`config.mk`:
```
export PLATFORM = sky130hd
export DESIGN_NAME = lcd_mode_and_line_timing
export DESIGN_NICKNAME = d
export VERILOG_FILES = /design/src/rtl/core/lcdt_pkg.sv /design/src/rtl/core/lcd_mode_and_line_timing.sv
export SDC_FILE = /design/constraint.sdc
export NUM_CORES = 1
export LEC_CHECK = 0
export BUFFER_PORTS_ARGS = -buffer_cell sky130_fd_sc_hd__buf_2
export CORE_ASPECT_RATIO = 0.6
export CORE_MARGIN = 2
export CORE_UTILIZATION = 60
export DETAILED_ROUTE_END_ITERATION = 8
export PLACE_DENSITY = 0.74
export SLEW_MARGIN = 25
export SYNTH_ARGS = -nofsm -noshare
export SYNTH_HDL_FRONTEND = slang
export SYNTH_SLANG_ARGS = --single-unit
```
`constraint.sdc`:
```
create_clock -name clk -period 6.07 [get_ports clk]
set_clock_uncertainty 0.05 [all_clocks]
set_input_delay 1.214 -clock clk [delete_from_list [all_inputs] [get_ports clk]]
set_output_delay 1.214 -clock clk [all_outputs]
set_load 0.005 [all_outputs]
```
`src/rtl/core/lcdt_pkg.sv`:
```
`timescale 1ns / 1ps
// ----------------------------------------------------------------------------
// lcd timing package
// widths, register indexes, mode codes and reset values shared by the
// lcd mode and line timing block
// ----------------------------------------------------------------------------
package lcdt_pkg;

    // default line geometry
    localparam int VISIBLE_LINES_DEF = 144;
    localparam int TOTAL_LINES_DEF   = 154;

    // field widths
    localparam int DELTA_W     = 8;
    localparam int LINE_W      = 8;
    localparam int LINE_CYC_W  = 10;
    localparam int MODE_DUR_W  = 13;
    localparam int LINE_CNT_W  = 11;
    localparam int MODE_CNT_W  = 14;
    localparam int IRQ_EN_W    = 4;
    localparam int CFG_IDX_W   = 3;
    localparam int CFG_DATA_W  = 13;
    localparam int IN_DATA_W   = 8;
    localparam int OUT_DATA_W  = 16;

    // counter saturation limits
    localparam logic [LINE_CNT_W-1:0] LINE_CNT_MAX = '1;
    localparam logic [MODE_CNT_W-1:0] MODE_CNT_MAX = '1;

    // register reset values
    localparam logic [LINE_CYC_W-1:0] LINE_CYCLES_RST = 10'd456;
    localparam logic [MODE_DUR_W-1:0] OAM_CYCLES_RST  = 13'd80;
    localparam logic [MODE_DUR_W-1:0] XFER_CYCLES_RST = 13'd172;
    localparam logic [MODE_DUR_W-1:0] HBL_CYCLES_RST  = 13'd204;
    localparam logic [MODE_DUR_W-1:0] VBL_CYCLES_RST  = 13'd4560;

    // register indexes
    typedef enum logic [CFG_IDX_W-1:0] {
        CFG_LINE_CYCLES  = 3'd0,
        CFG_OAM_CYCLES   = 3'd1,
        CFG_XFER_CYCLES  = 3'd2,
        CFG_HBL_CYCLES   = 3'd3,
        CFG_VBL_CYCLES   = 3'd4,
        CFG_LYC_VALUE    = 3'd5,
        CFG_IRQ_ENABLES  = 3'd6
    } cfg_index_t;

    // stat interrupt enable bit positions
    localparam int IRQ_EN_HBLANK = 0;
    localparam int IRQ_EN_VBLANK = 1;
    localparam int IRQ_EN_OAM    = 2;
    localparam int IRQ_EN_LYC    = 3;

    // externally visible mode codes
    localparam logic [1:0] MODE_HBLANK = 2'd0;
    localparam logic [1:0] MODE_VBLANK = 2'd1;
    localparam logic [1:0] MODE_OAM    = 2'd2;
    localparam logic [1:0] MODE_XFER   = 2'd3;

    // mode sequencer state, one-hot
    typedef enum logic [3:0] {
        ST_OAM    = 4'b0001,
        ST_XFER   = 4'b0010,
        ST_HBLANK = 4'b0100,
        ST_VBLANK = 4'b1000
    } mode_state_t;

    // result word
    typedef struct packed {
        logic       new_line;
        logic       draw_request;
        logic       stat_irq;
        logic       vblank_irq;
        logic       line_match;
        logic [1:0] mode;
        logic [7:0] scanline;
    } result_t;

    function automatic logic [1:0] mode_code(input mode_state_t st);
        logic [1:0] code;
        unique case (st)
            ST_OAM:    code = MODE_OAM;
            ST_XFER:   code = MODE_XFER;
            ST_HBLANK: code = MODE_HBLANK;
            ST_VBLANK: code = MODE_VBLANK;
            default:   code = MODE_OAM;
        endcase
        return code;
    endfunction

endpackage

```
`src/rtl/core/lcd_mode_and_line_timing.sv`:
```
`timescale 1ns / 1ps
// ----------------------------------------------------------------------------
// lcd mode and line timing
// results: each result word is registered in the output register, or parked in the skid register on a stall
// throughput: one word per cycle while the skid register is empty, set by the single add/compare pass on state
// an output register plus a skid register let input continue for one stalled word
// reset: asynchronous, active low; line 0, oam scan, counters zero, defaults loaded
// ----------------------------------------------------------------------------
module lcd_mode_and_line_timing #(
    parameter int VISIBLE_LINES = lcdt_pkg::VISIBLE_LINES_DEF,
    parameter int TOTAL_LINES   = lcdt_pkg::TOTAL_LINES_DEF
) (
    input  logic                            clk,
    input  logic                            rst_n,
    // input stream
    input  logic                            s_tvalid,
    output logic                            s_tready,
    input  logic [lcdt_pkg::IN_DATA_W-1:0]  s_tdata,   // [7:0] elapsed_cycles
    // result stream
    output logic                            m_tvalid,
    input  logic                            m_tready,
    // [7:0] scanline, [9:8] mode, [10] line_match, [11] vblank_irq,
    // [12] stat_irq, [13] draw_request, [14] new_line, [15] zero
    output logic [lcdt_pkg::OUT_DATA_W-1:0] m_tdata,
    // register write port
    input  logic                            cfg_we,
    input  logic [lcdt_pkg::CFG_IDX_W-1:0]  cfg_index,
    input  logic [lcdt_pkg::CFG_DATA_W-1:0] cfg_data
);
    import lcdt_pkg::*;

    // line geometry in the width of an incremented line number
    localparam logic [LINE_W:0] VisLines   = (LINE_W+1)'(VISIBLE_LINES);
    localparam logic [LINE_W:0] TotalLines = (LINE_W+1)'(TOTAL_LINES);

    // configuration registers
    logic [LINE_CYC_W-1:0] line_cycles_reg;
    logic [MODE_DUR_W-1:0] oam_cycles_reg;
    logic [MODE_DUR_W-1:0] xfer_cycles_reg;
    logic [MODE_DUR_W-1:0] hbl_cycles_reg;
    logic [MODE_DUR_W-1:0] vbl_cycles_reg;
    logic [LINE_W-1:0]     lyc_value_reg;
    logic [IRQ_EN_W-1:0]   irq_en_reg;

    // timing state
    logic [LINE_CNT_W-1:0] line_cnt_reg, line_cnt_next;
    logic [MODE_CNT_W-1:0] mode_cnt_reg, mode_cnt_next;
    logic [LINE_W-1:0]     line_reg, line_next;
    mode_state_t           mode_reg, mode_next;
    logic                  vbl_fired_reg, vbl_fired_next;
    logic                  hbl_fired_reg, hbl_fired_next;
    logic                  lyc_fired_reg, lyc_fired_next;

    // output register and skid stage
    logic    out_valid_reg, skid_valid_reg;
    result_t out_reg, skid_reg;
    result_t res;

    logic                  in_accept;
    logic [DELTA_W-1:0]    delta;

    // line counter path
    logic [LINE_CNT_W:0]   line_sum, line_rem;
    logic                  line_wrap;
    logic [LINE_W:0]       line_inc;
    logic                  at_visible;

    // mode counter path
    logic [MODE_CNT_W:0]   mode_sum, mode_rem;
    logic [MODE_DUR_W-1:0] mode_dur;
    logic                  mode_switch;
    mode_state_t           mode_step;

    // stat sources
    logic                  oam_irq, vbl_mode_irq, hbl_irq, lyc_irq, lyc_match;

    assign in_accept = s_tvalid && s_tready;
    assign delta     = s_tdata[DELTA_W-1:0];
    assign s_tready  = !skid_valid_reg;
    assign m_tvalid  = out_valid_reg;
    assign m_tdata   = {{(OUT_DATA_W-$bits(result_t)){1'b0}}, out_reg};

    // register writes: the user must write only while idle; the block does not enforce it
    always_ff @(posedge clk or negedge rst_n)
    begin
        if (!rst_n)
        begin
            line_cycles_reg <= LINE_CYCLES_RST;
            oam_cycles_reg  <= OAM_CYCLES_RST;
            xfer_cycles_reg <= XFER_CYCLES_RST;
            hbl_cycles_reg  <= HBL_CYCLES_RST;
            vbl_cycles_reg  <= VBL_CYCLES_RST;
            lyc_value_reg   <= '0;
            irq_en_reg      <= '0;
        end
        else if (cfg_we)
        begin
            unique case (cfg_index)
                CFG_LINE_CYCLES: line_cycles_reg <= cfg_data[LINE_CYC_W-1:0];
                CFG_OAM_CYCLES:  oam_cycles_reg  <= cfg_data[MODE_DUR_W-1:0];
                CFG_XFER_CYCLES: xfer_cycles_reg <= cfg_data[MODE_DUR_W-1:0];
                CFG_HBL_CYCLES:  hbl_cycles_reg  <= cfg_data[MODE_DUR_W-1:0];
                CFG_VBL_CYCLES:  vbl_cycles_reg  <= cfg_data[MODE_DUR_W-1:0];
                CFG_LYC_VALUE:   lyc_value_reg   <= cfg_data[LINE_W-1:0];
                CFG_IRQ_ENABLES: irq_en_reg      <= cfg_data[IRQ_EN_W-1:0];
                default:         ;
            endcase
        end
    end

    // line counter: at most one line advance per word, the rest stays counted
    always_comb
    begin
        line_sum  = {1'b0, line_cnt_reg} + (LINE_CNT_W+1)'(delta);
        line_wrap = line_sum >= (LINE_CNT_W+1)'(line_cycles_reg);
        line_rem  = line_wrap ? line_sum - (LINE_CNT_W+1)'(line_cycles_reg) : line_sum;
        // the count can outgrow a lowered line length, so it saturates
        line_cnt_next = line_rem[LINE_CNT_W] ? LINE_CNT_MAX : line_rem[LINE_CNT_W-1:0];

        line_inc   = {1'b0, line_reg} + (LINE_W+1)'(1);
        at_visible = line_inc == VisLines;

        if (line_wrap)
        begin
            line_next      = (line_inc >= TotalLines) ? '0 : line_inc[LINE_W-1:0];
            vbl_fired_next = at_visible;
        end
        else
        begin
            line_next      = line_reg;
            vbl_fired_next = vbl_fired_reg;
        end
    end

    // mode sequencer: oam scan, transfer, hblank, vblank, one switch per word
    always_comb
    begin
        unique case (mode_reg)
            ST_OAM:    mode_dur = oam_cycles_reg;
            ST_XFER:   mode_dur = xfer_cycles_reg;
            ST_HBLANK: mode_dur = hbl_cycles_reg;
            ST_VBLANK: mode_dur = vbl_cycles_reg;
            default:   mode_dur = oam_cycles_reg;
        endcase

        mode_sum    = {1'b0, mode_cnt_reg} + (MODE_CNT_W+1)'(delta);
        mode_switch = mode_sum >= (MODE_CNT_W+1)'(mode_dur);
        mode_rem    = mode_switch ? mode_sum - (MODE_CNT_W+1)'(mode_dur) : mode_sum;
        mode_cnt_next = mode_rem[MODE_CNT_W] ? MODE_CNT_MAX : mode_rem[MODE_CNT_W-1:0];

        // vblank is only entered once the updated line is past the visible area
        unique case (mode_reg)
            ST_OAM:    mode_step = ST_XFER;
            ST_XFER:   mode_step = ST_HBLANK;
            ST_HBLANK: mode_step = ({1'b0, line_next} < VisLines) ? ST_OAM : ST_VBLANK;
            ST_VBLANK: mode_step = ST_OAM;
            default:   mode_step = ST_OAM;
        endcase

        mode_next      = mode_switch ? mode_step : mode_reg;
        oam_irq        = mode_switch && (mode_step == ST_OAM) && irq_en_reg[IRQ_EN_OAM];
        vbl_mode_irq   = mode_switch && (mode_step == ST_VBLANK) && irq_en_reg[IRQ_EN_VBLANK];
        // hblank interrupt fires once per stay, rearmed by any other mode entry
        hbl_irq        = mode_switch && (mode_step == ST_HBLANK) &&
                         irq_en_reg[IRQ_EN_HBLANK] && !hbl_fired_reg;
        if (mode_switch)
            hbl_fired_next = (mode_step == ST_HBLANK) ?
                             (hbl_fired_reg || irq_en_reg[IRQ_EN_HBLANK]) : 1'b0;
        else
            hbl_fired_next = hbl_fired_reg;
    end

    // ly == lyc compare, interrupt on the rising match only
    always_comb
    begin
        lyc_match      = line_next == lyc_value_reg;
        lyc_irq        = lyc_match && irq_en_reg[IRQ_EN_LYC] && !lyc_fired_reg;
        lyc_fired_next = lyc_match && (lyc_fired_reg || irq_en_reg[IRQ_EN_LYC]);

        res.scanline     = line_next;
        res.mode         = mode_code(mode_next);
        res.line_match   = lyc_match;
        res.vblank_irq   = line_wrap && at_visible && !vbl_fired_reg;
        res.stat_irq     = oam_irq || vbl_mode_irq || hbl_irq || lyc_irq;
        res.draw_request = mode_switch && (mode_step == ST_XFER);
        res.new_line     = line_wrap;
    end

    // state update on every accepted word
    always_ff @(posedge clk or negedge rst_n)
    begin
        if (!rst_n)
        begin
            line_cnt_reg  <= '0;
            mode_cnt_reg  <= '0;
            line_reg      <= '0;
            mode_reg      <= ST_OAM;
            vbl_fired_reg <= 1'b0;
            hbl_fired_reg <= 1'b0;
            lyc_fired_reg <= 1'b0;
        end
        else if (in_accept)
        begin
            line_cnt_reg  <= line_cnt_next;
            mode_cnt_reg  <= mode_cnt_next;
            line_reg      <= line_next;
            mode_reg      <= mode_next;
            vbl_fired_reg <= vbl_fired_next;
            hbl_fired_reg <= hbl_fired_next;
            lyc_fired_reg <= lyc_fired_next;
        end
    end

    // output register with skid: a stalled result parks in the skid stage
    always_ff @(posedge clk or negedge rst_n)
    begin
        if (!rst_n)
        begin
            out_valid_reg  <= 1'b0;
            skid_valid_reg <= 1'b0;
        end
        else if (!out_valid_reg || m_tready)
        begin
            out_valid_reg  <= skid_valid_reg || in_accept;
            skid_valid_reg <= 1'b0;
        end
        else if (in_accept)
        begin
            skid_valid_reg <= 1'b1;
        end
    end

    always_ff @(posedge clk)
    begin
        if (!out_valid_reg || m_tready)
            out_reg <= skid_valid_reg ? skid_reg : res;
        else if (in_accept)
            skid_reg <= res;
    end

    // checks
    a_skid_implies_out: assert property (@(posedge clk) disable iff (!rst_n)
        skid_valid_reg |-> out_valid_reg)
        else $error("skid stage holds a word while the output register is empty");

    a_scanline_range: assert property (@(posedge clk) disable iff (!rst_n)
        out_valid_reg |-> ({1'b0, out_reg.scanline} < TotalLines))
        else $error("scanline beyond the last line");

    a_vblank_irq_line: assert property (@(posedge clk) disable iff (!rst_n)
        (out_valid_reg && out_reg.vblank_irq) |->
            (out_reg.new_line && ({1'b0, out_reg.scanline} == VisLines)))
        else $error("vblank interrupt away from the first blank line");

    a_draw_in_xfer: assert property (@(posedge clk) disable iff (!rst_n)
        (out_valid_reg && out_reg.draw_request) |-> (out_reg.mode == MODE_XFER))
        else $error("draw request outside transfer mode");

endmodule
```
* After elaboration in Yosys (flattened, before gate mapping)
Cells that the tools add are included.
** Word-level totals
- Register bits :: 146
- Bits of input ports :: 29
- Output and inout port bits :: 18
- Word-level logic and storage cells :: 112
** Operators by class
- Add/subtract/negate cells :: 5
- $lt $le $gt $ge :: 4
- Equality and inequality tests :: 19
- Muxes and demuxes :: 15
- Bitwise logic cells :: 1
- Reduce and logical (&&, ||, !) cells :: 38
** Operators with widths (number)
- 13-bit one-hot mux with 3 select lines :: 1
- 15-bit two-way mux :: 2
- 2-bit AND reduction :: 10
- 8-bit two-way mux :: 2
- 14-bit by 8-bit adder with 15-bit output :: 1
- 15-bit by 13-bit greater-or-equal comparator with 1-bit output :: 1
- 15-bit by 13-bit subtractor with 15-bit output :: 1
- 1-bit logical AND :: 14
- 14-bit two-way mux :: 1
- 11-bit by 8-bit adder with 12-bit output :: 1
- 4-bit by 2-bit equality test with 1-bit output, second input constant :: 3
- 4-bit by 3-bit equality test with 1-bit output, second input constant :: 3
- 4-bit equality test, second input constant :: 3
- 12-bit by 10-bit greater-or-equal comparator with 1-bit output :: 1
- 12-bit two-way mux :: 1
- 4-bit one-hot mux with 3 select lines :: 1
- 12-bit by 10-bit subtractor with 12-bit output :: 1
- 11-bit two-way mux :: 1
- 8-bit by 1-bit adder with 9-bit output, second input constant :: 1
- 3-bit equality test, second input constant :: 3
- 9-bit by 8-bit equality test with 1-bit output, second input constant :: 1
- 9-bit by 8-bit greater-or-equal comparator with 1-bit output, second input constant :: 1
- 4-bit by 1-bit equality test with 1-bit output, second input constant :: 2
- 8-bit equality test :: 1
- other kinds (11) :: 25

* Logic depth before layout (Yosys ltp)
Gate-level depths: netlist of the first run.
- Word-level depth :: 14
- Mapped depth :: 20
- Mapped depth without buffers :: 18

* Worst setup path after synthesis of the first run
OpenSTA, ideal clock, no wires.
- Path type :: input port to flip-flop
- Start point :: input port s_tdata[0] (netlist name)
- End point :: register out_reg (netlist bit m_tdata[9]) (data pin)
- Setup time :: 260 ps
- Arrival time :: 4801 ps
- Data required time :: 5760 ps
- Slack :: 959 ps
- Stages :: 17
- Path buffers :: 1
- Path through :: ha_1 fa_1 a21o_1 a21oi_1 nor2b_1 o21ai_0 a21o_1 xnor2_1 ha_1 a21o_1 or3_1 o211ai_1 nand3_1 nand2b_1 buf_2 o211a_1 mux2_2
** RTL lines
- from (decl) :: RTL line lcd_mode_and_line_timing.sv:18 : input logic [lcdt_pkg::IN_DATA_W-1:0] s_tdata,
- to (signal assigned) :: RTL line lcd_mode_and_line_timing.sv:236 : out_reg <= skid_valid_reg ? skid_reg : res;
- to (decl) :: RTL line lcd_mode_and_line_timing.sv:56 : result_t out_reg, skid_reg;

* Final worst setup path of the first run
- Start point :: input port s_tdata[1] (netlist name)
- End point :: register out_reg (netlist bit m_tdata[12]) (data pin)
** On the way
- Longest elaborated chain between the ends :: 13
- Elaborated cells between the ends (all ways) :: 25
- Those cells by class :: 2 x add/sub; 3 x order compare; 4 x eq/ne; 4 x mux; 12 x reduce/logical
** Ends and longest elaborated chain
- 11-bit by 8-bit adder with 12-bit output :: RTL line lcd_mode_and_line_timing.sv:114 : line_sum = {1'b0, line_cnt_reg} + (LINE_CNT_W+1)'(delta);
- 12-bit by 10-bit greater-or-equal comparator with 1-bit output :: RTL line lcd_mode_and_line_timing.sv:115 : line_wrap = line_sum >= (LINE_CNT_W+1)'(line_cycles_reg);
- 8-bit two-way mux :: RTL line lcd_mode_and_line_timing.sv:123 : if (line_wrap)
- 8-bit < comparator :: RTL line lcd_mode_and_line_timing.sv:155 : ST_HBLANK: mode_step = ({1'b0, line_next} < VisLines) ? ST_OAM : ST_VBLANK;
- 4-bit two-way mux :: RTL line lcd_mode_and_line_timing.sv:155
- 4-bit one-hot mux with 3 select lines :: RTL line lcd_mode_and_line_timing.sv:152 : unique case (mode_reg)
- 4-bit by 1-bit equality test with 1-bit output, or another cell as far along :: RTL line lcd_mode_and_line_timing.sv:161 : oam_irq = mode_switch && (mode_step == ST_OAM) && irq_en_reg[IRQ_EN_OAM];
- 1-bit logical AND, on equally long branches (2 in series) :: RTL line lcd_mode_and_line_timing.sv:161, lcd_mode_and_line_timing.sv:162, lcd_mode_and_line_timing.sv:164
- 1-bit logical OR or 1-bit logical AND (tied branches) :: RTL line lcd_mode_and_line_timing.sv:184, lcd_mode_and_line_timing.sv:165
- 1-bit logical OR :: RTL line lcd_mode_and_line_timing.sv:184 : res.stat_irq = oam_irq || vbl_mode_irq || hbl_irq || lyc_irq;
- 1-bit logical OR * :: RTL line lcd_mode_and_line_timing.sv:184
- 15-bit two-way mux * :: RTL line lcd_mode_and_line_timing.sv:236
Every way passes the cells marked *; elsewhere a longest branch is shown, timed or not.
A chain may end at the register's enable or synchronous reset.

==> metrics.txt, run 1 <==
Synth warnings=0; Syn-to-layout area delta=11.4%; non-filler cells, final=1121; clk root buf=clkbuf_16; fin crit period=5.42 ns; Hold-fix buffers, CTS=0; Die Y=98.2 microns; CTS Buf Count=17; initial core utilization=61.3%; Distinct cells, synth=77; post-route setup TNS=0 ns; ant diodes=0; DR WL/cell=20.4 microns; I/O Pins=47; final setup violation count=0; DR vias=7169; # H-tree levels=4; DP HPWL=16.8 mm; vias in the first global route=6675; Synth async-reset ratio=79.5%; drc violations=0; Initial DRC Count=745; Crit Path Category=input pin to register; post-CTS sizing=0; Hold Worst Slack=0.439 ns; 1st-pass router iterations=5; die area=15800 sq um; buffers added on ports=45; Startpoint Class=input pin; Syn Nets=948; status=completed; Worst-Margin Slew=0.873 ns; largest incremental delay on the critical path=0.48 ns; Antenna Nets Post-Route=0; GRT Residual Overflow=0; number of flops mapped to enable cells by yosys=30; Core Util, Final=68.3%; HP Class=register to register; Synth Instances=873; #FFs+latches synth=146; Critical Path AT=5.62 ns; reg2reg setup slack=0.84 ns; Worst EP required=6.27 ns; via/cell ratio=6.40; clock transition at the registers of the reported paths=0.07 ns; deepest clock path buffer count=2; Core ar.=14500 sq um; most used cell, CP=a21oi_1; Post CTS Setup Buffer Count=0; Avg Cell Area, Syn=10.2 sq um; Max-Cap Viols=0; FP Rows=34; Slew headroom=41.5%; kind of end point of the critical path=register; fraction of layout cells with a size suffix above 1=23.5%; Total GRT Usage=29.7%; crit-path max FO=22; drt total wl=22.8 mm; Final Cycle Share=89.3%; CP Cell Sequence=buf_2, ha_1, a211oi_1, o21ai_0, a21o_1, a21oi_1, xnor2_1, ha_1, a21oi_1, o21ai_0, nor3_1, a21oi_2, nor2_4, inv_1, a21oi_1, xnor2_1, nor3_1, nand4_1, o221ai_1; CTS tree=built; largest net degree at the start of global routing=79; Max Fclk=184 MHz; ys flop type=dfrtp_1; Final nets=985; gpl congestion=0.960; clk sinks=146; initial antenna violation count=0; Die X=161 microns; RSZ-0062 raised after global routing=no; post-synthesis sequential area ratio=43.2%; slowest cell on the critical path=nor2_4; fillers=1111; Placed Cells=1089; Mapped Area=8870 sq um; global-route wire length before repair=36.5 mm; Max Slew Vio Count=0; Worst-Skew Late Latency=0.43 ns; endpoints failing hold=0
logic make-up after synthesis:
group	Yosys count	share of synthesized area, %
flops	146	43.2
simple gates	256	14.0
xor+xnor	38	3.75
compound gates	225	17.6
mux	85	11.1
buf+inv	76	3.57
other cells	1	0.0423
fa+ha+maj	46	6.83
final cells by class:
class | count | area, sq um | share of cell area [%]
Multi-Input combinational cell | 651 | 4780 | 48.4
Clock buffer | 18 | 429 | 4.34
Tap cell | 198 | 248 | 2.51
Inverter | 38 | 143 | 1.44
Sequential cell | 146 | 3830 | 38.7
Clock inverter | 14 | 141 | 1.43
Timing Repair Buffer | 56 | 314 | 3.18
through the flow:
stage          instance area (sq um)  worst slack [ns]
3_3_place_gp                    9290             0.444
5_1_grt                         9890             0.211
2_1_floorplan                   8870             0.959
4_1_cts                         9880             0.695
3_5_place_dp                    9310             0.281
6_report                        9890             0.649
path summary, 6_finish.rpt:
| kind | startpoint | end | depth (start not counted) |
|---|---|---|---|
| min in group asynchronous | rst_n | line_cnt_reg[8] | 1 |
| max in group asynchronous | rst_n | line_cycles_reg[3] | 2 |
| min | mode_cnt_reg[0] | mode_cnt_reg[0] | 2 |
| max | s_tdata[1] | m_tdata[12] | 19 |
| max reg2reg | mode_reg[1] | m_tdata[8] | 17 |
| min reg2reg | mode_cnt_reg[0] | mode_cnt_reg[0] | 2 |
cells in the final DEF (no fill, tap or decap), types with 13 or more instances in the layout:
cell	n
dfrtp_1	96
nor2_1	78
mux2_2	76
nand2_1	74
o21ai_0	63
buf_2	44
a21oi_1	43
ha_1	42
inv_1	34
edfxtp_1	30
xnor2_1	26
dfstp_2	20
nor3_1	18
clkbuf_16	17
a21o_1	13
a222oi_1	13
nand3_1	13
routing by layer:
metal	vias to the layer above	global-route usage [%]	routed length (microns)	part of all wire [%]
met5	-	0	0	0
met4	0	6.18	282	1.2
met3	28	6.50	2050	9.0
met2	346	41.6	9730	43
met1	3519	47.0	10800	47
li1	3276	-	-	-
cells in the mapped netlist (all sizes together) (7+ instances only):
| library cell | count | area (sq um) |
|---|---|---|
| clkbuf | 27 | 101 |
| dfstp | 20 | 526 |
| xor2 | 12 | 105 |
| nor2 | 79 | 304 |
| a31oi | 7 | 43.8 |
| o31ai | 10 | 85.1 |
| nand2b | 12 | 75.1 |
| o21ai | 67 | 335 |
| mux2 | 78 | 886 |
| a21oi | 44 | 224 |
| nor2b | 13 | 81.3 |
| nand3 | 14 | 75.1 |
| nor3 | 21 | 116 |
| o21a | 7 | 52.6 |
| inv | 38 | 143 |
| a21o | 14 | 106 |
| a222oi | 13 | 130 |
| xnor2 | 26 | 228 |
| buf | 11 | 72.6 |
| nand2 | 76 | 295 |
| or3 | 9 | 56.3 |
| dfrtp | 96 | 2400 |
| edfxtp | 30 | 901 |
| ha | 42 | 526 |
| o211ai | 8 | 73.8 |
| mux2i | 7 | 95.1 |
critical path, delay by kind of cell:
family                   cells  cell delay (ns)
AO/OA/AOI/OAI                9             1.94
AND/OR/NAND/NOR              4             1.25
buffers and inverters        2             0.29
adder cells (fa/ha/maj)      2             0.63
XOR/XNOR                     2             0.30
Power of run 1 is not shown: default switching activity piles up to over one toggle a cycle in this logic, so the estimate is an artifact.
==> run 2, diff against run 1 <==
--- a/config.mk
+++ b/config.mk
@@ -6,9 +6,10 @@
 export NUM_CORES = 1
 export LEC_CHECK = 0
 export BUFFER_PORTS_ARGS = -buffer_cell sky130_fd_sc_hd__buf_2
-export CORE_ASPECT_RATIO = 0.6
+export CORE_ASPECT_RATIO = 0.9
 export CORE_MARGIN = 2
 export CORE_UTILIZATION = 60
+export CTS_BUF_LIST = sky130_fd_sc_hd__clkbuf_16
 export DETAILED_ROUTE_END_ITERATION = 8
 export PLACE_DENSITY = 0.74
 export SLEW_MARGIN = 25
==> metrics.txt, run 2 (synthesis results as in run 1) <==
status=completed; multi-input logic area=4770 sq um; Total GRT Usage=28.6%; largest incremental delay on the critical path=0.46 ns; Initial DRC Count=615; post-CTS sizing=0; die area=15800 sq um; HP Class=register to register; buffers added on ports=45; Crit Path Category=input pin to register; largest net degree at the start of global routing=67; DR vias=7097; Seq. cell area=3830 sq um; placed inst area=9290 sq um; global-route wire length before repair=35.6 mm; deepest clock path buffer count=2; Worst EP required=6.33 ns; Hold Worst Slack=0.437 ns; DP HPWL=15.6 mm; commonest non-fill, non-tap cell in the layout=dfrtp_1; CTS Buf Count=17; Final nets=985; Critical Path AT=5.78 ns; Worst-Skew Late Latency=0.43 ns; Antenna Nets Post-Route=0; kind of end point of the critical path=register; slowest cell on the critical path=nand2b_1; I/O Pins=47; CP Cell Sequence=buf_2, ha_1, fa_1, a21o_1, a21oi_1, nor2b_1, o21ai_0, a21o_1, xnor2_1, ha_1, a21o_1, or3_1, o211ai_1, nand3_1, nand2b_1, buf_4, mux2i_1, o21ai_0, nand2_1; Die Y=119 microns; initial antenna violation count=0; GRT Residual Overflow=0; Final Cycle Share=91.0%; CTS tree=built; Die X=132 microns; Max-Cap Viols=0; most frequent cells in the layout=96 x dfrtp_1, 77 x nor2_1, 76 x mux2_2; initial core utilization=60.7%; Max Slew Vio Count=0; most used cell, CP=a21o_1; fraction of layout cells with a size suffix above 1=23.7%; Post CTS Setup Buffer Count=0; Pwr Density=669 nW/um^2; fin crit period=5.52 ns; Startpoint Class=input pin; DR WL/cell=19.6 microns; crit-path leading delay family=compound AO/OA/AOI/OAI gates; FP Rows=42; 1st-pass router iterations=5; Worst-Margin Slew=0.977 ns; Slew headroom=34.5%; clk root buf=clkbuf_16; fillers=1156; Max Fclk=181 MHz; post-route setup TNS=0 ns; clock transition at the registers of the reported paths=0.07 ns; post-route cell area=9860 sq um; endpoints failing hold=0; VDD IR-drop max=0.636 mV; Syn-to-layout area delta=11.1%; ant diodes=0; via/cell ratio=6.33; RSZ-0062 raised after global routing=no; vias in the first global route=7146; Hold-fix buffers, CTS=0; Core ar.=14600 sq um; # H-tree levels=4; clk sinks=146; gpl congestion=0.925; drt total wl=22.0 mm; drc violations=0; crit-path max FO=13; Static Leakage=4.16 nW; WP buf/inv=2; final setup violation count=0
run 2: final cells by class:
class	instances	area share, %
multi-input cells	651	48.4
flip-flops and latches	146	38.8
clock buffers	17	4.31
repair buffers	56	3.15
well taps	198	2.51
inverters	38	1.45
clock inverters	15	1.37
run 2: worst paths after layout:
path | startpoint | end | slack, ns | depth (start not counted)
worst max-delay path | s_tdata[0] | mode_cnt_reg[0] | 0.55 | 19
worst min-delay path | mode_cnt_reg[0] | mode_cnt_reg[0] | 0.44 | 2
worst max register to register | mode_reg[1] | mode_cnt_reg[0] | 0.87 | 18
worst min register to register | mode_cnt_reg[0] | mode_cnt_reg[0] | 0.44 | 2
max in group asynchronous | rst_n | line_cycles_reg[5] | 3.96 | 2
min in group asynchronous | rst_n | line_cnt_reg[4] | 0.85 | 1
run 2: per-layer routing:
metal  vias to the layer above  share of wire, %  GRT usage (%)
met4                         0               3.2           12.3
met2                       226                48           47.3
met1                      3536                44           37.7
li1                       3282                 -              -
met5                         -                 0              0
met3                        53               4.6           4.43
run 2: worst register-to-register path, delay by kind of cell, from the launching register on:
| kind | cells | cell delay [ns] |
|---|---|---|
| muxes | 1 | 0.15 |
| and+or+nand+nor | 8 | 2.28 |
| adders and majority gates | 1 | 0.24 |
| DFF | 1 | 0.45 |
| buffers and inverters | 2 | 0.42 |
| AOI/OAI and AO/OA | 6 | 1.47 |
run 2: per-stage QoR:
step                      power [mW]  util [%]  instances  setup WS [ns]
after floorplan                 4.58         -        873          0.959
after global placement          5.33      63.6       1089          0.311
after detailed placement        5.51      63.6       1089          0.231
after CTS                       6.54      67.5       1121          0.672
after global routing            7.09      67.5       1121          0.285
final                           6.60      67.5       1121          0.545
run 2: power by group:
| part | switching, mW | internal, mW | total (mW) |
|---|---|---|---|
| combinational | 2.39 | 1.64 | 4.03 |
| clock | 0.470 | 0.543 | 1.01 |
| sequential | 0.206 | 1.35 | 1.55 |
(Power assumes the default switching activity.)
